[src/hdl/ulv_pkg.sv]
package ulv_pkg;

   // field widths
   localparam int BYTE_W   = 8;
   localparam int CP_W     = 21;
   localparam int STATUS_W = 3;
   localparam int COUNT_W  = 13;
   localparam int MAX_W    = 12;

   // result status codes
   localparam logic [STATUS_W-1:0] ST_OK         = 3'd0;
   localparam logic [STATUS_W-1:0] ST_EMPTY      = 3'd1;
   localparam logic [STATUS_W-1:0] ST_BAD_UTF8   = 3'd2;
   localparam logic [STATUS_W-1:0] ST_CONTROL    = 3'd3;
   localparam logic [STATUS_W-1:0] ST_TOO_LONG   = 3'd4;
   localparam logic [STATUS_W-1:0] ST_EDGE_SPACE = 3'd5;

   // event kinds passed from decoder to checker
   localparam logic [1:0] EV_NONE  = 2'd0;
   localparam logic [1:0] EV_POINT = 2'd1;
   localparam logic [1:0] EV_BAD   = 2'd2;

   // reset value of the length limit
   localparam logic [MAX_W-1:0] MAX_CHARS_RESET = 12'd200;

   // code point bounds
   localparam logic [CP_W-1:0] CP_MAX     = 21'h10ffff;
   localparam logic [CP_W-1:0] CP_SURR_LO = 21'h00d800;
   localparam logic [CP_W-1:0] CP_SURR_HI = 21'h00dfff;
   localparam logic [CP_W-1:0] CP_MIN_2   = 21'h000080;
   localparam logic [CP_W-1:0] CP_MIN_3   = 21'h000800;
   localparam logic [CP_W-1:0] CP_MIN_4   = 21'h010000;

   // one decoded request as it sits in the queue
   typedef struct packed {
      logic [1:0]      kind;
      logic [CP_W-1:0] cp;
      logic            last;
      logic            empty;
   } ulv_event_type;

   // queue status seen by both sides
   typedef struct packed {
      logic full;
      logic not_empty;
   } ulv_qstat_type;

endpackage

[src/hdl/ulv_req_if.sv]
interface ulv_req_if import ulv_pkg::*; ();
   logic              valid;
   logic              ready;
   logic [BYTE_W-1:0] data_byte;
   logic              end_of_label;
   logic              empty_mark;

   modport source (output valid, data_byte, end_of_label, empty_mark, input ready);
   modport sink   (input valid, data_byte, end_of_label, empty_mark, output ready);
endinterface

[src/hdl/ulv_rsp_if.sv]
interface ulv_rsp_if import ulv_pkg::*; ();
   logic                valid;
   logic                ready;
   logic [STATUS_W-1:0] status;
   logic [COUNT_W-1:0]  char_count;

   modport source (output valid, status, char_count, input ready);
   modport sink   (input valid, status, char_count, output ready);
endinterface

[src/hdl/ulv_front.sv]
module ulv_front import ulv_pkg::*; (
   input  logic          clock,
   input  logic          reset,
   ulv_req_if.sink       req,
   input  ulv_qstat_type qstat,
   output logic          push,
   output ulv_event_type push_event
);

   logic [1:0]      pend_ff, pend_in;
   logic [1:0]      seq_ff, seq_in;
   logic [CP_W-1:0] part_ff, part_in;
   logic            err_ff, err_in;

   logic [BYTE_W-1:0] b;
   logic [1:0]        pend_dec;
   logic [CP_W-1:0]   part_shift;
   logic [1:0]        kind;
   logic [CP_W-1:0]   cp;
   logic              overlong;

   assign req.ready = ~qstat.full;
   assign push      = req.valid & ~qstat.full;
   assign b         = req.data_byte;
   assign pend_dec  = pend_ff - 2'd1;
   assign part_shift = {part_ff[CP_W-7:0], b[5:0]};

   // sequence length specific lower bounds
   always_comb begin
      case (seq_ff)
         2'd1:    overlong = part_shift < CP_MIN_2;
         2'd2:    overlong = part_shift < CP_MIN_3;
         2'd3:    overlong = part_shift < CP_MIN_4;
         default: overlong = 1'b0;
      endcase
   end

   // byte decoder
   always_comb begin
      pend_in = pend_ff;
      seq_in  = seq_ff;
      part_in = part_ff;
      err_in  = err_ff;
      kind    = EV_NONE;
      cp      = part_shift;
      if (!err_ff && !req.empty_mark) begin
         if (pend_ff == 2'd0) begin
            if (!b[7]) begin
               kind = EV_POINT;
               cp   = CP_W'(b);
            end else if (b[7:5] == 3'b110) begin
               seq_in  = 2'd1;
               pend_in = 2'd1;
               part_in = CP_W'(b[4:0]);
            end else if (b[7:4] == 4'b1110) begin
               seq_in  = 2'd2;
               pend_in = 2'd2;
               part_in = CP_W'(b[3:0]);
            end else if (b[7:3] == 5'b11110) begin
               seq_in  = 2'd3;
               pend_in = 2'd3;
               part_in = CP_W'(b[2:0]);
            end else begin
               kind = EV_BAD;
            end
         end else if (b[7:6] != 2'b10) begin
            kind = EV_BAD;
         end else begin
            pend_in = pend_dec;
            part_in = part_shift;
            if (pend_dec == 2'd0) begin
               part_in = '0;
               seq_in  = 2'd0;
               if (overlong || part_shift > CP_MAX ||
                   (part_shift >= CP_SURR_LO && part_shift <= CP_SURR_HI)) begin
                  kind = EV_BAD;
               end else begin
                  kind = EV_POINT;
               end
            end
         end
         // sequence still open at the end of the label
         if (req.end_of_label && kind != EV_BAD && pend_in != 2'd0) begin
            kind = EV_BAD;
         end
         if (kind == EV_BAD) begin
            err_in = 1'b1;
         end
      end
      if (req.empty_mark || req.end_of_label) begin
         pend_in = 2'd0;
         seq_in  = 2'd0;
         part_in = '0;
         err_in  = 1'b0;
      end
   end

   // event to the queue
   always_comb begin
      push_event.kind  = kind;
      push_event.cp    = cp;
      push_event.last  = req.end_of_label;
      push_event.empty = req.empty_mark;
   end

   // decoder state
   always_ff @(posedge clock) begin
      if (reset) begin
         pend_ff <= 2'd0;
         seq_ff  <= 2'd0;
         part_ff <= '0;
         err_ff  <= 1'b0;
      end else if (push) begin
         pend_ff <= pend_in;
         seq_ff  <= seq_in;
         part_ff <= part_in;
         err_ff  <= err_in;
      end
   end

endmodule

[src/hdl/ulv_queue.sv]
module ulv_queue import ulv_pkg::*; #(
   parameter int DEPTH = 4
) (
   input  logic          clock,
   input  logic          reset,
   input  logic          push,
   input  ulv_event_type push_event,
   input  logic          pop,
   output ulv_event_type pop_event,
   output ulv_qstat_type qstat
);

   localparam int PTR_W = (DEPTH > 1) ? $clog2(DEPTH) : 1;
   localparam int CNT_W = $clog2(DEPTH + 1);
   localparam logic [PTR_W-1:0] PTR_LAST = PTR_W'(DEPTH - 1);
   localparam logic [CNT_W-1:0] CNT_FULL = CNT_W'(DEPTH);

   ulv_event_type    slot_ff [DEPTH];
   logic [PTR_W-1:0] wr_ptr_ff, wr_ptr_in;
   logic [PTR_W-1:0] rd_ptr_ff, rd_ptr_in;
   logic [CNT_W-1:0] cnt_ff, cnt_in;

   assign qstat.full      = cnt_ff == CNT_FULL;
   assign qstat.not_empty = cnt_ff != '0;
   assign pop_event       = slot_ff[rd_ptr_ff];

   // pointer and fill count update
   always_comb begin
      wr_ptr_in = wr_ptr_ff;
      rd_ptr_in = rd_ptr_ff;
      cnt_in    = cnt_ff;
      if (push) begin
         wr_ptr_in = (wr_ptr_ff == PTR_LAST) ? '0 : wr_ptr_ff + 1'b1;
      end
      if (pop) begin
         rd_ptr_in = (rd_ptr_ff == PTR_LAST) ? '0 : rd_ptr_ff + 1'b1;
      end
      if (push && !pop) begin
         cnt_in = cnt_ff + 1'b1;
      end else if (pop && !push) begin
         cnt_in = cnt_ff - 1'b1;
      end
   end

   always_ff @(posedge clock) begin
      if (reset) begin
         wr_ptr_ff <= '0;
         rd_ptr_ff <= '0;
         cnt_ff    <= '0;
      end else begin
         wr_ptr_ff <= wr_ptr_in;
         rd_ptr_ff <= rd_ptr_in;
         cnt_ff    <= cnt_in;
      end
   end

   // storage
   always_ff @(posedge clock) begin
      if (push) begin
         slot_ff[wr_ptr_ff] <= push_event;
      end
   end

endmodule

[src/hdl/ulv_back.sv]
module ulv_back import ulv_pkg::*; (
   input  logic             clock,
   input  logic             reset,
   input  logic [MAX_W-1:0] max_chars,
   input  ulv_qstat_type    qstat,
   input  ulv_event_type    pop_event,
   output logic             pop,
   ulv_rsp_if.source        rsp
);

   function automatic logic is_space(input logic [CP_W-1:0] v);
      return (v >= 21'h0009 && v <= 21'h000d) || v == 21'h0020 || v == 21'h0085 ||
             v == 21'h00a0 || v == 21'h1680 || (v >= 21'h2000 && v <= 21'h200a) ||
             v == 21'h2028 || v == 21'h2029 || v == 21'h202f || v == 21'h205f ||
             v == 21'h3000;
   endfunction

   function automatic logic is_control(input logic [CP_W-1:0] v);
      return v <= 21'h001f || (v >= 21'h007f && v <= 21'h009f) ||
             v == 21'h2028 || v == 21'h2029;
   endfunction

   logic [COUNT_W-1:0]  count_ff, count_in;
   logic                fs_ff, fs_in;
   logic                ls_ff, ls_in;
   logic [STATUS_W-1:0] err_ff, err_in;

   logic                out_valid_ff;
   logic [STATUS_W-1:0] out_status_ff, res_status;
   logic [COUNT_W-1:0]  out_count_ff, res_count;

   logic has_result;
   logic sp;

   assign has_result = pop_event.empty | pop_event.last;
   assign pop = qstat.not_empty & (~has_result | ~out_valid_ff | rsp.ready);
   assign sp  = is_space(pop_event.cp);

   assign rsp.valid      = out_valid_ff;
   assign rsp.status     = out_status_ff;
   assign rsp.char_count = out_count_ff;

   // code point checks and label result
   always_comb begin
      count_in   = count_ff;
      fs_in      = fs_ff;
      ls_in      = ls_ff;
      err_in     = err_ff;
      res_status = ST_EMPTY;
      res_count  = '0;
      if (!pop_event.empty) begin
         if (err_ff == ST_OK) begin
            case (pop_event.kind)
               EV_POINT: begin
                  if (is_control(pop_event.cp)) begin
                     err_in = ST_CONTROL;
                  end else begin
                     if (count_ff == '0) begin
                        fs_in = sp;
                     end
                     ls_in    = sp;
                     count_in = count_ff + 1'b1;
                     if (count_in > COUNT_W'(max_chars)) begin
                        err_in = ST_TOO_LONG;
                     end
                  end
               end
               EV_BAD:  err_in = ST_BAD_UTF8;
               default: err_in = err_ff;
            endcase
         end
         if (err_in != ST_OK) begin
            res_status = err_in;
         end else if (fs_in || ls_in) begin
            res_status = ST_EDGE_SPACE;
         end else begin
            res_status = ST_OK;
         end
         res_count = count_in;
      end
      if (has_result) begin
         count_in = '0;
         fs_in    = 1'b0;
         ls_in    = 1'b0;
         err_in   = ST_OK;
      end
   end

   // label state
   always_ff @(posedge clock) begin
      if (reset) begin
         count_ff <= '0;
         fs_ff    <= 1'b0;
         ls_ff    <= 1'b0;
         err_ff   <= ST_OK;
      end else if (pop) begin
         count_ff <= count_in;
         fs_ff    <= fs_in;
         ls_ff    <= ls_in;
         err_ff   <= err_in;
      end
   end

   // output register
   always_ff @(posedge clock) begin
      if (reset) begin
         out_valid_ff <= 1'b0;
      end else if (pop && has_result) begin
         out_valid_ff <= 1'b1;
      end else if (rsp.ready) begin
         out_valid_ff <= 1'b0;
      end
   end

   always_ff @(posedge clock) begin
      if (pop && has_result) begin
         out_status_ff <= res_status;
         out_count_ff  <= res_count;
      end
   end

endmodule

[src/hdl/utf8_label_validator.sv]
// UTF-8 label validator
// The req channel takes one label byte per request, with end_of_label on
// the final byte; a request with empty_mark set stands for a whole empty
// label. The rsp channel gives one status and code point count per label,
// on the request that ends it or on an empty mark.
// csr_wr_en/csr_wr_data set max_chars; write only while the block is idle.
// A decoder accepts bytes and builds code points; a queue of QUEUE_DEPTH
// entries carries them to a checker that applies the control, length and
// whitespace rules and holds the result in an output register.
// Throughput: one request per cycle while the queue is not full. The request
// that ends a label is written into the queue, then its result is held in
// the checker's output register.
// Reset clears all label state, empties the queue, drops any pending result
// and sets max_chars to 200.
// When rsp_ready is low the result is held; requests keep flowing into the
// queue until it fills, then req ready drops until the result is taken.
module utf8_label_validator import ulv_pkg::*; #(
   parameter int QUEUE_DEPTH = 4
) (
   input  logic             clock,
   input  logic             reset,
   ulv_req_if.sink          req_bus,
   ulv_rsp_if.source        rsp_bus,
   input  logic             csr_wr_en,
   input  logic [MAX_W-1:0] csr_wr_data
);

   logic [MAX_W-1:0] max_chars_ff;
   logic             push;
   logic             pop;
   ulv_event_type    push_event;
   ulv_event_type    pop_event;
   ulv_qstat_type    qstat;

   // length limit register
   always_ff @(posedge clock) begin
      if (reset) begin
         max_chars_ff <= MAX_CHARS_RESET;
      end else if (csr_wr_en) begin
         max_chars_ff <= csr_wr_data;
      end
   end

   ulv_front u_front (
      .clock      (clock),
      .reset      (reset),
      .req        (req_bus),
      .qstat      (qstat),
      .push       (push),
      .push_event (push_event)
   );

   ulv_queue #(
      .DEPTH (QUEUE_DEPTH)
   ) u_queue (
      .clock      (clock),
      .reset      (reset),
      .push       (push),
      .push_event (push_event),
      .pop        (pop),
      .pop_event  (pop_event),
      .qstat      (qstat)
   );

   ulv_back u_back (
      .clock     (clock),
      .reset     (reset),
      .max_chars (max_chars_ff),
      .qstat     (qstat),
      .pop_event (pop_event),
      .pop       (pop),
      .rsp       (rsp_bus)
   );

endmodule

[src/flat_wrapper.sv]
// flat-port wrapper written by rule: the top's interface ports become plain ports
module utf8_label_validator_flat import ulv_pkg::*;
#(
   parameter int QUEUE_DEPTH = 4
)
  (clock, reset, csr_wr_en, csr_wr_data, req_bus_valid, req_bus_data_byte, req_bus_end_of_label, req_bus_empty_mark, req_bus_ready, rsp_bus_valid, rsp_bus_status, rsp_bus_char_count, rsp_bus_ready);
  ulv_req_if req_bus_i ();
  ulv_rsp_if rsp_bus_i ();
  input  logic clock;
  input  logic reset;
  input  logic csr_wr_en;
  input  logic [MAX_W-1:0] csr_wr_data;
  input wire logic [$bits(req_bus_i.valid)-1:0] req_bus_valid;
  input wire logic [$bits(req_bus_i.data_byte)-1:0] req_bus_data_byte;
  input wire logic [$bits(req_bus_i.end_of_label)-1:0] req_bus_end_of_label;
  input wire logic [$bits(req_bus_i.empty_mark)-1:0] req_bus_empty_mark;
  output wire logic [$bits(req_bus_i.ready)-1:0] req_bus_ready;
  output wire logic [$bits(rsp_bus_i.valid)-1:0] rsp_bus_valid;
  output wire logic [$bits(rsp_bus_i.status)-1:0] rsp_bus_status;
  output wire logic [$bits(rsp_bus_i.char_count)-1:0] rsp_bus_char_count;
  input wire logic [$bits(rsp_bus_i.ready)-1:0] rsp_bus_ready;
  assign req_bus_i.valid = req_bus_valid;
  assign req_bus_i.data_byte = req_bus_data_byte;
  assign req_bus_i.end_of_label = req_bus_end_of_label;
  assign req_bus_i.empty_mark = req_bus_empty_mark;
  assign req_bus_ready = req_bus_i.ready;
  assign rsp_bus_valid = rsp_bus_i.valid;
  assign rsp_bus_status = rsp_bus_i.status;
  assign rsp_bus_char_count = rsp_bus_i.char_count;
  assign rsp_bus_i.ready = rsp_bus_ready;
  utf8_label_validator #(.QUEUE_DEPTH(QUEUE_DEPTH)) u_core (.clock(clock), .reset(reset), .req_bus(req_bus_i), .rsp_bus(rsp_bus_i), .csr_wr_en(csr_wr_en), .csr_wr_data(csr_wr_data));
endmodule
[config.mk]
export PLATFORM = sky130hd
export DESIGN_NAME = utf8_label_validator_flat
export DESIGN_NICKNAME = d
export VERILOG_FILES = /design/src/hdl/ulv_pkg.sv /design/src/hdl/ulv_req_if.sv /design/src/hdl/ulv_rsp_if.sv /design/src/hdl/ulv_front.sv /design/src/hdl/ulv_queue.sv /design/src/hdl/ulv_back.sv /design/src/hdl/utf8_label_validator.sv /design/src/flat_wrapper.sv
export SDC_FILE = /design/constraint.sdc
export NUM_CORES = 1
export LEC_CHECK = 0
export BUFFER_PORTS_ARGS = -buffer_cell sky130_fd_sc_hd__buf_2
export CAP_MARGIN = 25
export CORE_ASPECT_RATIO = 0.75
export CORE_MARGIN = 2
export CORE_UTILIZATION = 41
export CTS_CLUSTER_DIAMETER = 100
export CTS_CLUSTER_SIZE = 24
export DETAILED_ROUTE_END_ITERATION = 10
export MAX_ROUTING_LAYER = met4
export SYNTH_ARGS = -nofsm -noshare
export SYNTH_HDL_FRONTEND = slang
export SYNTH_SLANG_ARGS = --single-unit
[constraint.sdc]
create_clock -name clock -period 8.4 [get_ports clock]
set_input_delay 2.1 -clock clock [delete_from_list [all_inputs] [get_ports clock]]
set_output_delay 2.1 -clock clock [all_outputs]
set_load 0.02 [all_outputs]
After elaboration in Yosys (flattened, before gate mapping)
Memory sizes are Yosys's and may differ from the RTL's. A register that Yosys moved wholly into a read port is not among the register bits.
Index checks and enable logic that the tools add are counted.
{"block": "word_totals", "ff_bits": 74, "ram_bits": 100, "in_bits": 27, "output_inout_bits": 18, "elab_cells": 202, "memories": 1}
{"memory": "u_core.u_queue.slot_ff", "words": 4, "width": 25, "rd": 1, "rd_ports_with_merged_regs": 1, "wr": 1, "line_no": "ulv_queue.sv:18", "rtl": "ulv_event_type slot_ff [DEPTH];"}
{"block": "op_classes", "n_addsub": 6, "order_cmp": 14, "eq_ne": 27, "mux": 83, "bitwise": 8, "reduce_logical": 48}
{"op": "$mux 15", "n": 9}
{"op": "$eq 21x14->1 const B", "n": 5}
{"op": "$mux 2", "n": 34}
{"op": "$mux 13", "n": 5}
{"op": "$mux 21", "n": 3}
{"op": "$eq 21x8->1 const B", "n": 2}
{"op": "$mux 3", "n": 10}
{"op": "$eq 21x13->1 const B", "n": 1}
{"op": "$eq 21x6->1 const B", "n": 1}
{"op": "$ge 21x14->1 const B", "n": 1}
{"op": "$ge 21x16->1 const B", "n": 1}
{"op": "$ge 21x4->1 const B", "n": 1}
{"op": "$ge 21x7->1 const B", "n": 1}
{"op": "$gt 21x21->1 const B", "n": 1}
{"op": "$le 21x14->1 const B", "n": 1}
{"op": "$le 21x16->1 const B", "n": 1}
{"op": "$le 21x4->1 const B", "n": 1}
{"op": "$le 21x5->1 const B", "n": 1}
{"op": "$le 21x8->1 const B", "n": 1}
{"op": "$lt 21x12->1 const B", "n": 1}
{"op": "$lt 21x17->1 const B", "n": 1}
{"op": "$lt 21x8->1 const B", "n": 1}
{"op": "$mux 1", "n": 20}
{"op": "$logic_or 1x1->1", "n": 17}
{"op": "other kinds (31)", "n": 66}

Logic depth before layout (Yosys ltp)
Gate-level depths: netlist of run 1.
{"block": "depth", "word_depth": 20, "depth_mapped": 15, "depth_no_buf": 13}

By module
A second synthesis of run 1 with hierarchy kept.
{"block": "hier_totals", "hier_cells": 701, "area_unflattened_um2": 8399.3}
{"mod": "ulv_queue", "n_inst": 1, "cells_per_inst": 175, "area_each_um2": 4092.7, "seq_area_each_um2": 3183.1}
{"mod": "ulv_back", "n_inst": 1, "cells_per_inst": 308, "area_each_um2": 2544.9, "seq_area_each_um2": 860.8}
{"mod": "ulv_front", "n_inst": 1, "cells_per_inst": 179, "area_each_um2": 1316.3, "seq_area_each_um2": 400.4}
{"mod": "utf8_label_validator", "n_inst": 1, "cells_per_inst": 39, "area_each_um2": 445.4, "seq_area_each_um2": 240.2}

Least setup slack after synthesis of run 1
No wires, ideal clock.
{"block": "synth_path", "path_type": "input port to flip-flop", "start": "input port rsp_bus_ready", "end": "register u_core.u_queue.cnt_ff[2]", "setup_ns": 0.071, "arrival_time_ns": 3.933, "path_slack_ns": 4.396, "cell_stages": 11, "cell_sequence": "nand2b_1 > nor2_1 > nor2_1 > inv_1 > clkbuf_1 > ha_1 > inv_1 > fa_1 > xor2_1 > or3_1 > a21oi_1"}
{"block": "synth_between", "elab_chain_len": 5, "elab_cells_between_ends": 7}
{"item": "from (decl)", "line_no": "flat_wrapper.sv:21", "rtl": "input wire logic [$bits(rsp_bus_i.ready)-1:0] rsp_bus_ready;"}
{"item": "$or 1x1->1 *", "line_no": "ulv_back.sv:36", "rtl": "assign pop = qstat.not_empty & (~has_result | ~out_valid_ff | rsp.ready);"}
{"item": "$and 1x1->1 *", "line_no": "ulv_back.sv:36"}
{"item": "$logic_not 1->1", "line_no": "ulv_queue.sv:38", "rtl": "if (push && !pop) begin"}
{"item": "$logic_and 1x1->1", "line_no": "ulv_queue.sv:38"}
{"item": "$mux 3 / $reduce_bool 2->1 (equally long branches)"}
{"item": "to (signal assigned)", "line_no": "ulv_queue.sv:53", "rtl": "cnt_ff <= cnt_in;"}
{"item": "to (decl)", "line_no": "ulv_queue.sv:21", "rtl": "logic [CNT_W-1:0] cnt_ff, cnt_in;"}
Mark *: on every way between the ends. The rest lies on a longest branch, timed or not.
A chain may end at the register's enable or synchronous reset.

Worst setup path after layout of run 1
{"block": "layout_path", "start": "input port rsp_bus_ready", "end": "register u_core.u_queue.cnt_ff[1]"}
{"block": "layout_between", "elab_chain_len": 5, "elab_cells_between_ends": 7}
{"item": "$or 1x1->1", "line_no": "ulv_back.sv:36"}
{"item": "$and 1x1->1", "line_no": "ulv_back.sv:36"}
{"item": "$logic_not 1->1", "line_no": "ulv_queue.sv:38"}
{"item": "$logic_and 1x1->1", "line_no": "ulv_queue.sv:38"}
{"item": "$mux 3", "line_no": "ulv_queue.sv:38"}
{"item": "named net u_core.u_queue.cnt_in[1]", "line_no": "ulv_queue.sv:21"}
The timed path passes the listed nets, and every way through them passes these cells.

==> reports/metrics.csv, run 1 <==
metric,value,unit
status,"finished, final reports clean",
clock sinks,176,
unrepaired setup endpoints after global routing,false,
largest family of logic cells by synthesized area,simple AND/OR/NAND/NOR gates,
CP Data Required Time,8.68,ns
RD Place Congestion,0.866,
global route overflow,0,
DRC violations left,0,
Most Frequent Cell on Critical Path,nor2_1,
die height,126,um
sw power,873,uW
hold depth,2,
Placement Setup Slack,3.70,ns
remaining antenna violation count after routing,0,
Synth warnings,0,
sequential share of the synthesized area,57.5,%
Internal Power,1.78,mW
ys flop type,edfxtp_1,
Simple-Gate Fraction of Synth Area,15.3,%
FF-to-FF End,u_core.u_back.rsp.status[0],
vias post-DR,5597,
CP Max Fanout,14,
"EDFF count, synth",116,
DIE AREA,0.0210,mm2
proportion of synthesized area in mux cells,6.85,%
cell family contributing the most delay on the critical path,simple AND/OR/NAND/NOR gates,
HP Start,u_core.u_front.part_ff[11],
Syn Area/Cell,11.9,um2
synth top area cells,"edfxtp_1, dfxtp_1, ha_1",
Synth Area in XOR/XNOR,2.69,%
max incr delay on CP,0.79,ns
cell count after synthesis,687,
Sw Share,32.9,%
maximum clock frequency,232,MHz
Mapped Area,0.00815,mm2
die width,167,um
Initial DRC Count,686,
reg-to-reg startpoint,u_core.u_back.count_ff[0],
Synth top area share,42.8,%
"area leader, netlist",edfxtp_1,
Peak supply drop,0.144,mV
CTS root buf,clkbuf_16,
setup violators final,0,
crit path time final,4.31,ns
Post-Synth Adder-Cell Area,3.93,%
Starting Density,41.9,%
Clock Latency Late Sink,0.42,ns
Netlist cell types,67,
largest net degree at the start of global routing,56,
Area Growth Syn to Fin,13.3,%
core footprint,0.0194,mm2
Post-Route WL,17700,um
worst setup margin,4.09,ns
hpwl dp,12000,um
Max Cap Viol,0,
"CTS clk-pin slew, worst paths",0.06,ns
WP buf/inv,3,
crit path launch type,input pin,
Final TNS setup,0,ns
worst min path class,reg -> reg,
Inserted Clock Buffers,17,
Sequential Power Share,40.7,%
hold endpoint,u_core.u_front.part_ff[11],
reg2reg path depth,12,
post-synthesis compound-gate area fraction,10.1,%
first-pass GRT wire length,28400,um
number of antenna violations at the first check in global routing,0,
H-tree Lvls,4,
syn nets,739,
vias in the first global route,5305,
Avg WL per Cell,17.9,um
LEAKAGE,3.42,nW
fin. max-slew vios,0,
nets,777,
sequence of cells on the critical path,buf_2 -> nand2b_1 -> nor2_1 -> nor2_1 -> inv_1 -> ha_1 -> inv_1 -> fa_1 -> mux2i_1 -> nor2_1,
drt via density,5.65,
Critical Path AT,4.59,ns
combinational power share,29.0,%
PD cells,288,mW/mm2
post-synthesis register bit count,176,
element type at the critical path end,register,
Worst R2R Setup Slack,4.24,ns
clk_skew,0.00919,ns
worst-margin pin slew,1.04,ns
Final Hold Vio Count,0,
Setup CP Type,in -> reg,
total I/O pin count,45,
worst relative slew slack,30.3,%
share of flip-flops with an asynchronous set or reset,0,%
# rows,44,
Buffers on Ports,44,
CTS tree,yes,
antenna cells,0,
First-pass DRT Iterations,5,
hold_buf cts,0,
critical path's slowest cell,nor2_1,
All-Layer GR Usage,17.9,%
clock power share,30.4,%
period utilization,51.3,%
share of cells above drive strength 1,14.8,%
buffer depth of the longest clock path,2,
PostCTS Resize Cnt,0,
Post-CTS Setup Inserts,0,
## through the flow
step	power [mW]	area (um2)	std cells	utilization (%)	hold WS (ns)
5_1_grt	2.80	9240	991	47.5	0.495
3_3_place_gp	1.82	8590	957	44.2	0.452
6_report	2.66	9240	991	47.5	0.460
2_1_floorplan	1.65	8150	687	-	0.435
3_5_place_dp	1.86	8600	958	44.3	0.455
4_1_cts	2.66	9210	990	47.4	0.462
## layer usage
layer	vias to the layer above	routed length [um]	GRT usage, %
li1	2654	-	-
met1	2743	8760	25.6
met2	187	7730	25.6
met3	13	1100	4.53
met4	0	130	4.16
met5	-	0	-
## worst max path at each step
stage | depth (start not counted) | start | endpoint | slack [ns]
floorplan | 11 | rsp_bus_ready | u_core.u_queue.cnt_ff[2] | 4.40
global placement | 11 | rsp_bus_ready | u_core.u_queue.cnt_ff[2] | 3.83
detailed placement | 10 | rsp_bus_ready | u_core.u_queue.cnt_ff[1] | 3.70
CTS | 11 | register | u_core.u_queue.cnt_ff[2] | 3.73
global route | 11 | rsp_bus_ready | u_core.u_queue.cnt_ff[2] | 3.88
finish | 10 | rsp_bus_ready | u_core.u_queue.cnt_ff[1] | 4.09
## cell usage after synthesis (6+ instances only)
library cell / number
a21oi_1: 47
a311oi_1: 11
a31oi_1: 14
and3_1: 15
buf_2: 6
clkbuf_1: 28
dfxtp_1: 60
edfxtp_1: 116
ha_1: 24
inv_1: 33
mux2i_1: 10
mux4_1: 11
mux4_2: 7
nand2_1: 51
nand3_1: 30
nor2_1: 59
nor2b_1: 16
nor3_1: 18
nor4_1: 6
o211ai_1: 6
o21ai_0: 13
xor2_1: 23
## tightest hold or removal path, stage by stage (launching register included)
cell and delay [ns]:
dfxtp_1 0.31, nand2_1 0.05, a21oi_1 0.05
## cell usage in the layout, fill, tap and decap left out, types with 23 or more instances in the layout
cell,Yosys,layout
inv_1,33,33
edfxtp_1,116,116
dfxtp_1,60,60
nor2_1,59,59
buf_2,6,44
a21oi_1,47,47
ha_1,24,24
nand3_1,30,30
nand2_1,51,51
xor2_1,23,23
## registers in the layout, indices dropped and copies added (netlist names), named ones only
| register | count |
|---|---|
| u_core.u_front.err_ff | 1 |
| u_core.u_queue.rd_ptr_ff | 2 |
| u_core.u_front.part_ff | 15 |
| u_core.u_queue.cnt_ff | 3 |
| u_core.u_front.pend_ff | 2 |
| u_core.u_queue.slot_ff | 100 |
| u_core.u_back.err_ff | 3 |
| u_core.u_back.fs_ff | 1 |
| u_core.max_chars_ff | 12 |
| u_core.u_back.count_ff | 13 |
| u_core.u_back.rsp.status | 3 |
| u_core.u_back.rsp.char_count | 13 |
| u_core.u_queue.wr_ptr_ff | 2 |
| u_core.u_front.seq_ff | 2 |
| u_core.u_back.rsp.valid | 1 |
| u_core.u_back.ls_ff | 1 |
## power by group through the flow
stage | combinational (mW) | sequential, mW | clock, mW
after global placement | 0.719 | 1.11 | 0
after CTS | 0.747 | 1.09 | 0.823
after floorplan | 0.510 | 1.14 | 0
final | 0.769 | 1.08 | 0.806
after global routing | 0.843 | 1.09 | 0.862
after detailed placement | 0.743 | 1.11 | 0
## cells by family (layout without fill, tap and decap cells)
group	count (synthesis)	after routing
AO/OA/AOI/OAI	123	123
XOR/XNOR	25	25
adder cells (fa/ha/maj)	25	25
buffers and inverters	70	121
flip-flops	176	176
multiplexers	29	29
AND/OR/NAND/NOR	239	239
## area by class of cell
class | count | area [um2]
fill | 1703 | 10200
sequential | 176 | 4680
multi-input combinational | 441 | 3170
clock buffer | 18 | 429
timing repair buffer | 56 | 330
tap | 253 | 317
clock inverter | 14 | 178
inverter | 33 | 124
No activity file was read; power rests on OpenSTA's default activity.
==> run 2, diff against run 1 <==
--- a/config.mk
+++ b/config.mk
@@ -5,6 +5,7 @@
 export SDC_FILE = /design/constraint.sdc
 export NUM_CORES = 1
 export LEC_CHECK = 0
+export ABC_AREA = 1
 export BUFFER_PORTS_ARGS = -buffer_cell sky130_fd_sc_hd__buf_2
 export CAP_MARGIN = 25
 export CORE_ASPECT_RATIO = 0.75
==> constraint.sdc (replaced) <==
create_clock -name clock -period 3.64 [get_ports clock]
set_input_delay 0.91 -clock clock [delete_from_list [all_inputs] [get_ports clock]]
set_output_delay 0.91 -clock clock [all_outputs]
set_load 0.02 [all_outputs]
==> reports/metrics.csv, run 2 <==
metric,value,unit,change
status,"finished, final reports clean",,
"commonest non-fill, non-tap cell in the layout",nand2_1,,
PostCTS Resize Cnt,0,,unchanged
share of cells above drive strength 1,13.4,%,-1.4 points
die height,130,um,+3.3%
CP Max Fanout,5,,-9
# rows,46,,+4.5%
number of antenna violations at the first check in global routing,0,,unchanged
multi-input logic area,0.00333,mm2,+4.9%
Mapped Area,0.00872,mm2,+7.0%
total I/O pin count,45,,unchanged
worst min path class,reg -> reg,,
reg-to-reg startpoint,u_core.u_back.count_ff[0],,
critical path's slowest cell,dfxtp_1,,
nets,1101,,+42%
syn nets,1051,,+42%
largest register by flop count,u_core.u_queue.slot_ff,,
worst-margin pin slew,0.782,ns,-0.260 ns
clk_skew,0.0185,ns,+0.00935 ns
Post-CTS Setup Inserts,0,,unchanged
vias post-DR,6733,,+20%
drt via density,4.99,,-12%
combinational power share,37.2,%,+8.2 points
Setup CP Type,reg -> reg,,
synth top area cells,"edfxtp_1, dfxtp_1, nand2_1",,
Area Growth Syn to Fin,13.5,%,
core footprint,0.0210,mm2,+8.1%
Critical Path AT,3.56,ns,-1.03 ns
# fillers,2011,,+18%
beginning of the critical path,u_core.u_back.count_ff[0],,
"EDFF count, synth",116,,unchanged
Inserted Clock Buffers,17,,unchanged
cell count after synthesis,999,,+45%
Buffers on Ports,44,,unchanged
Sequential Power Share,36.7,%,-4.0 points
Placement Setup Slack,0.420,ns,-3.28 ns
fin. max-slew vios,0,,unchanged
largest net degree at the start of global routing,44,,-21%
worst setup margin,0.263,ns,-3.83 ns
CP Data Required Time,3.82,ns,-4.86 ns
Initial DRC Count,499,,-27%
All-Layer GR Usage,19.5,%,+1.7 points
"CTS clk-pin slew, worst paths",0.07,ns,about the same
global route overflow,0,,unchanged
hold_buf cts,0,,unchanged
unrepaired setup endpoints after global routing,false,,
biggest regs,"u_core.u_queue.slot_ff x100, u_core.u_front.part_ff x15",,
Final Hold Vio Count,0,,unchanged
antenna cells,0,,unchanged
remaining antenna violation count after routing,0,,unchanged
hold depth,2,,unchanged
Max Cap Viol,0,,unchanged
max incr delay on CP,0.40,ns,-0.39 ns
HP Start,u_core.u_front.err_ff,,
most numerous cell in the Yosys netlist,nand2_1,,
H-tree Lvls,4,,unchanged
CTS tree,yes,,
Internal Power,4.35,mW,+140%
Overall Power,7.21,mW,+170%
"area leader, netlist",edfxtp_1,,
crit path launch type,register,,
die width,172,um,+3.4%
Netlist cell types,45,,-33%
PD cells,728,mW/mm2,+150%
Synth warnings,0,,unchanged
clock sinks,176,,unchanged
sequence of cells on the critical path,ha_1 -> nand2_1 -> nor2_1 -> nand3_1 -> nor2_1 -> nand3_1 -> xor2_1 -> ha_1 -> nand2_1 -> nor4_1 -> nand2_1 -> a21oi_1 -> nor2_1 -> or2_2 -> inv_1 -> a21oi_2,,
reg2reg path depth,16,,+4
sw power,2.85,mW,+230%
LEAKAGE,4.15,nW,+21%
most frequent cells in the layout,"nand2_1, inv_1, edfxtp_1",,
Avg WL per Cell,15.0,um,-16%
max reg flops,100,,unchanged
Peak supply drop,0.331,mV,+130%
sequential share of the synthesized area,53.7,%,-3.8 points
Starting Density,41.5,%,-0.43 points
RD Place Congestion,0.880,,+1.7%
period utilization,92.8,%,
maximum clock frequency,296,MHz,
DRC violations left,0,,unchanged
CTS root buf,clkbuf_16,,
Syn Area/Cell,8.73,um2,-26%
Clock Latency Late Sink,0.43,ns,about the same
Final TNS setup,0,ns,unchanged
WHS,0.465,ns,+0.00462 ns
crit path time final,3.38,ns,
clock power share,26.1,%,-4.3 points
Sw Share,39.6,%,+6.7 points
hpwl dp,14500,um,+21%
ys flop type,edfxtp_1,,
setup violators final,0,,unchanged
element type at the critical path end,register,,
vias in the first global route,6064,,+14%
Synth top area share,40.0,%,-2.8 points
post-synthesis register bit count,176,,unchanged
Post-Layout Cell Count,1350,,+36%
dpl cells,1318,,+38%
First-pass DRT Iterations,5,,unchanged
share of flip-flops with an asynchronous set or reset,0,%,unchanged
Post-Route WL,20200,um,+14%
buffer depth of the longest clock path,2,,unchanged
most frequent cells after synthesis,"nand2_1, inv_1, edfxtp_1, nor2_1, nand3_1",,
worst relative slew slack,47.3,%,+17 points
DIE AREA,0.0225,mm2,+6.8%
Register Area,0.00468,mm2,unchanged
first-pass GRT wire length,32300,um,+13%
run 2: cell types whose count changed in the layout (fill, tap and decap cells not counted), sizes merged, moves of 18 or more:
cell / previous run / this run
nand2: 51 / 229
nor2: 59 / 125
mux4: 18 / 0
nand3: 30 / 85
inv: 38 / 147
o21ai: 14 / 47
run 2: worst max-delay path: cells and delay by family, from the launching register on:
family / cells / cell delay (ns)
AO/OA/AOI/OAI: 2 / 0.30
AND/OR/NAND/NOR: 10 / 1.62
XOR/XNOR: 1 / 0.19
adder cells (fa/ha/maj): 2 / 0.52
buffers and inverters: 1 / 0.09
flip-flops: 1 / 0.40
run 2: final cells by class:
type / instances / share of cell area [%]
clock buffer: 22 / 5.34
tap: 288 / 3.64
timing repair buffer: 62 / 3.59
inverter: 141 / 5.40
sequential: 176 / 47.4
clock inverter: 10 / 1.05
multi-input combinational: 651 / 33.6
run 2: logic make-up (layout without fill, tap and decap cells):
| kind of cell | count (synthesis) | after routing | share of synthesized area (%) |
|---|---|---|---|
| mux | 1 | 1 | 0.115 |
| compound gates | 144 | 144 | 9.52 |
| simple gates | 469 | 469 | 23.4 |
| fa+ha+maj | 25 | 25 | 3.67 |
| buf+inv | 172 | 235 | 8.29 |
| xor+xnor | 12 | 12 | 1.29 |
| flops | 176 | 176 | 53.7 |
run 2: per-stage QoR:
stage	util [%]	instance area [um2]
after floorplan	-	8720
after detailed placement	44.1	9260
after global placement	44.1	9260
after CTS	47.1	9890
final	47.1	9890
after global routing	47.1	9890
run 2: per-layer routing:
layer	GRT usage (%)	vias up	wire [um]
met5	-	-	0
met4	3.56	0	152
met3	3.88	13	1270
met2	27.2	160	8320
met1	29.5	3146	10500
li1	-	3414	-
run 2: final timing paths:
| path | endpoint | slack, ns |
|---|---|---|
| setup / recovery | u_core.u_back.rsp.status[2] | 0.26 |
| hold / removal | u_core.u_front.err_ff | 0.46 |
| setup reg to reg | u_core.u_back.rsp.status[2] | 0.26 |
| hold reg to reg | u_core.u_front.err_ff | 0.46 |
run 2: power groups by stage:
stage	clock network [mW]	registers, mW	logic, mW
2_1_floorplan	0	2.79	1.88
3_3_place_gp	0	2.68	2.66
3_5_place_dp	0	2.69	2.68
4_1_cts	1.92	2.65	2.69
5_1_grt	2.00	2.68	3.01
6_report	1.88	2.65	2.68
==> run 3, diff against run 2 <==
--- a/config.mk
+++ b/config.mk
@@ -8,13 +8,16 @@
 export ABC_AREA = 1
 export BUFFER_PORTS_ARGS = -buffer_cell sky130_fd_sc_hd__buf_2
 export CAP_MARGIN = 25
+export CELL_PAD_IN_SITES_DETAIL_PLACEMENT = 0
+export CELL_PAD_IN_SITES_GLOBAL_PLACEMENT = 2
 export CORE_ASPECT_RATIO = 0.75
 export CORE_MARGIN = 2
-export CORE_UTILIZATION = 41
+export CORE_UTILIZATION = 35
 export CTS_CLUSTER_DIAMETER = 100
 export CTS_CLUSTER_SIZE = 24
 export DETAILED_ROUTE_END_ITERATION = 10
 export MAX_ROUTING_LAYER = met4
+export PLACE_DENSITY_LB_ADDON = 0.1
 export SYNTH_ARGS = -nofsm -noshare
 export SYNTH_HDL_FRONTEND = slang
 export SYNTH_SLANG_ARGS = --single-unit
==> reports/metrics.csv, run 3 (synthesis gave the netlist of run 2 again) <==
metric,value,unit,change
Final TNS setup,0,ns,unchanged
biggest regs,"u_core.u_queue.slot_ff x100, u_core.u_front.part_ff x15",,
Post-Layout Cell Count,1394,,+3.3%
All-Layer GR Usage,18.7,%,-0.79 points
RD Place Congestion,0.794,,-9.8%
nets,1102,,+0.091%
"CTS clk-pin slew, worst paths",0.07,ns,about the same
Internal Power,4.33,mW,-0.63%
WHS,0.467,ns,+0.00183 ns
Starting Density,36.0,%,-5.5 points
antenna cells,0,,unchanged
period utilization,90.7,%,-2.1 points
clk_skew,0.0233,ns,+0.00476 ns
beginning of the critical path,u_core.u_back.count_ff[0],,
number of antenna violations at the first check in global routing,0,,unchanged
# rows,49,,+6.5%
element type at the critical path end,register,,
DIE AREA,0.0262,mm2,+17%
total I/O pin count,45,,unchanged
Final Hold Vio Count,0,,unchanged
Peak supply drop,0.465,mV,+40%
Post-Route WL,22600,um,+12%
Sw Share,40.4,%,+0.83 points
sw power,2.93,mW,+2.9%
Initial DRC Count,456,,-8.6%
fin. max-slew vios,0,,unchanged
Area Growth Syn to Fin,13.8,%,
die height,141,um,+8.0%
hold_buf cts,0,,unchanged
Placement Setup Slack,0.413,ns,-0.00748 ns
FF-to-FF End,u_core.u_back.rsp.status[2],,
Register Area,0.00468,mm2,unchanged
top layer reached by signal wires,met4,,
worst relative slew slack,45.1,%,-2.2 points
Post-CTS Setup Inserts,0,,unchanged
routed wl met3,564,um,-55%
Sequential Power Share,36.3,%,-0.4 points
Critical Path AT,3.48,ns,-0.08 ns
clock power share,25.5,%,-0.6 points
largest net degree at the start of global routing,44,,unchanged
combinational power share,38.2,%,+1.0 points
vias in the first global route,6245,,+3.0%
hpwl dp,16200,um,+12%
worst min path class,reg -> reg,,
max reg flops,100,,unchanged
clock sinks,176,,unchanged
CTS root buf,clkbuf_16,,
CP Max Fanout,5,,unchanged
status,"finished, final reports clean",,
crit path launch type,register,,
First-pass DRT Iterations,4,,-1
share of cells above drive strength 1,13.3,%,-0.11 points
drt via density,4.71,,-5.6%
Clock Latency Late Sink,0.43,ns,about the same
largest register by flop count,u_core.u_queue.slot_ff,,
most frequent cells in the layout,"nand2_1, inv_1, edfxtp_1",,
crit path time final,3.30,ns,-0.0759 ns
remaining antenna violation count after routing,0,,unchanged
Setup CP Type,reg -> reg,,
Avg WL per Cell,16.2,um,+8.2%
setup violators final,0,,unchanged
CP Data Required Time,3.82,ns,about the same
Inserted Clock Buffers,17,,unchanged
first-pass GRT wire length,35800,um,+11%
worst setup margin,0.339,ns,+0.0759 ns
H-tree Lvls,4,,unchanged
Worst R2R Setup Slack,0.34,ns,+0.08 ns
reg-to-reg startpoint,u_core.u_back.count_ff[0],,
met2 WL post-DR,8720,um,+4.8%
Met1 Wirelength,13200,um,+26%
Overall Power,7.26,mW,+0.76%
"commonest non-fill, non-tap cell in the layout",nand2_1,,
die width,186,um,+8.0%
maximum clock frequency,303,MHz,+2.3%
unrepaired setup endpoints after global routing,false,,
Max Cap Viol,0,,unchanged
worst-margin pin slew,0.816,ns,+0.0333 ns
reg2reg path depth,16,,unchanged
buffer depth of the longest clock path,2,,unchanged
DRC violations left,0,,unchanged
Setup crit end,u_core.u_back.rsp.status[2],,
# fillers,2431,,+21%
global route overflow,0,,unchanged
LEAKAGE,4.15,nW,about the same
CTS tree,yes,,
multi-input logic area,0.00333,mm2,unchanged
Buffers on Ports,44,,unchanged
PostCTS Resize Cnt,0,,unchanged
dpl cells,1362,,+3.3%
vias post-DR,6566,,-2.5%
PD cells,731,mW/mm2,+0.43%
core footprint,0.0242,mm2,+15%
==> run 3: cell count changes in the layout (fill, tap and decap cells not counted), sizes merged <==
cell	previous run	this run
clkinv	3	2
buf	62	63
inv	147	149
clkinvlp	1	0
==> run 3: power by group through the flow <==
| stage | Clock (mW) | Combinational (mW) | Sequential (mW) |
|---|---|---|---|
| detailed placement | 0 | 2.79 | 2.68 |
| global route | 1.98 | 3.12 | 2.67 |
| global placement | 0 | 2.83 | 2.68 |
| finish | 1.85 | 2.77 | 2.63 |
| floorplan | 0 | 1.88 | 2.79 |
| CTS | 1.89 | 2.80 | 2.63 |
==> run 3: worst max-delay path, cell delays in order, from the launching register on <==
cell and delay [ns]:
dfxtp_1 0.41, ha_1 0.21, nand2_1 0.06, nor2_1 0.18, nand3_1 0.15, nor2_1 0.21
nand3_1 0.14, xor2_1 0.19, ha_1 0.30, nand2_1 0.07, nor4_1 0.29, nand2_1 0.11
a21oi_1 0.24, nor2_1 0.07, or2_2 0.27, inv_1 0.08, a21oi_2 0.06
==> run 3: through the flow <==
step | util (%) | area (um2)
after floorplan | - | 8720
after global placement | 38.5 | 9320
after global routing | 41.0 | 9930
after detailed placement | 38.5 | 9320
final | 41.0 | 9930
after CTS | 41.0 | 9930
==> run 3: worst min path at each step <==
stage	slack [ns]	cells past startpoint	endpoint	start
2_1_floorplan	0.43	2	u_core.max_chars_ff[11]	u_core.max_chars_ff[11]
6_report	0.47	2	u_core.u_back.count_ff[3]	u_core.u_back.count_ff[3]
5_1_grt	0.49	2	u_core.u_front.err_ff	u_core.u_front.err_ff
4_1_cts	0.47	2	u_core.u_back.count_ff[3]	u_core.u_back.count_ff[3]
3_5_place_dp	0.46	2	u_core.u_back.count_ff[3]	u_core.u_back.count_ff[3]
3_3_place_gp	0.45	2	u_core.u_front.err_ff	u_core.u_front.err_ff
==> run 3: area by class of cell <==
class / count / share of cell area (%)
timing repair buffer: 63 / 3.66
multi-input combinational: 651 / 33.5
inverter: 141 / 5.38
clock buffer: 22 / 5.22
tap: 331 / 4.17
sequential: 176 / 47.2
clock inverter: 10 / 0.857
==> run 3: routing by layer <==
| metal | vias up | GRT usage, % |
|---|---|---|
| li1 | 3409 | - |
| met1 | 3057 | 30.3 |
| met2 | 94 | 24.1 |
| met3 | 6 | 2.94 |
| met4 | 0 | 3.48 |
| met5 | - | - |
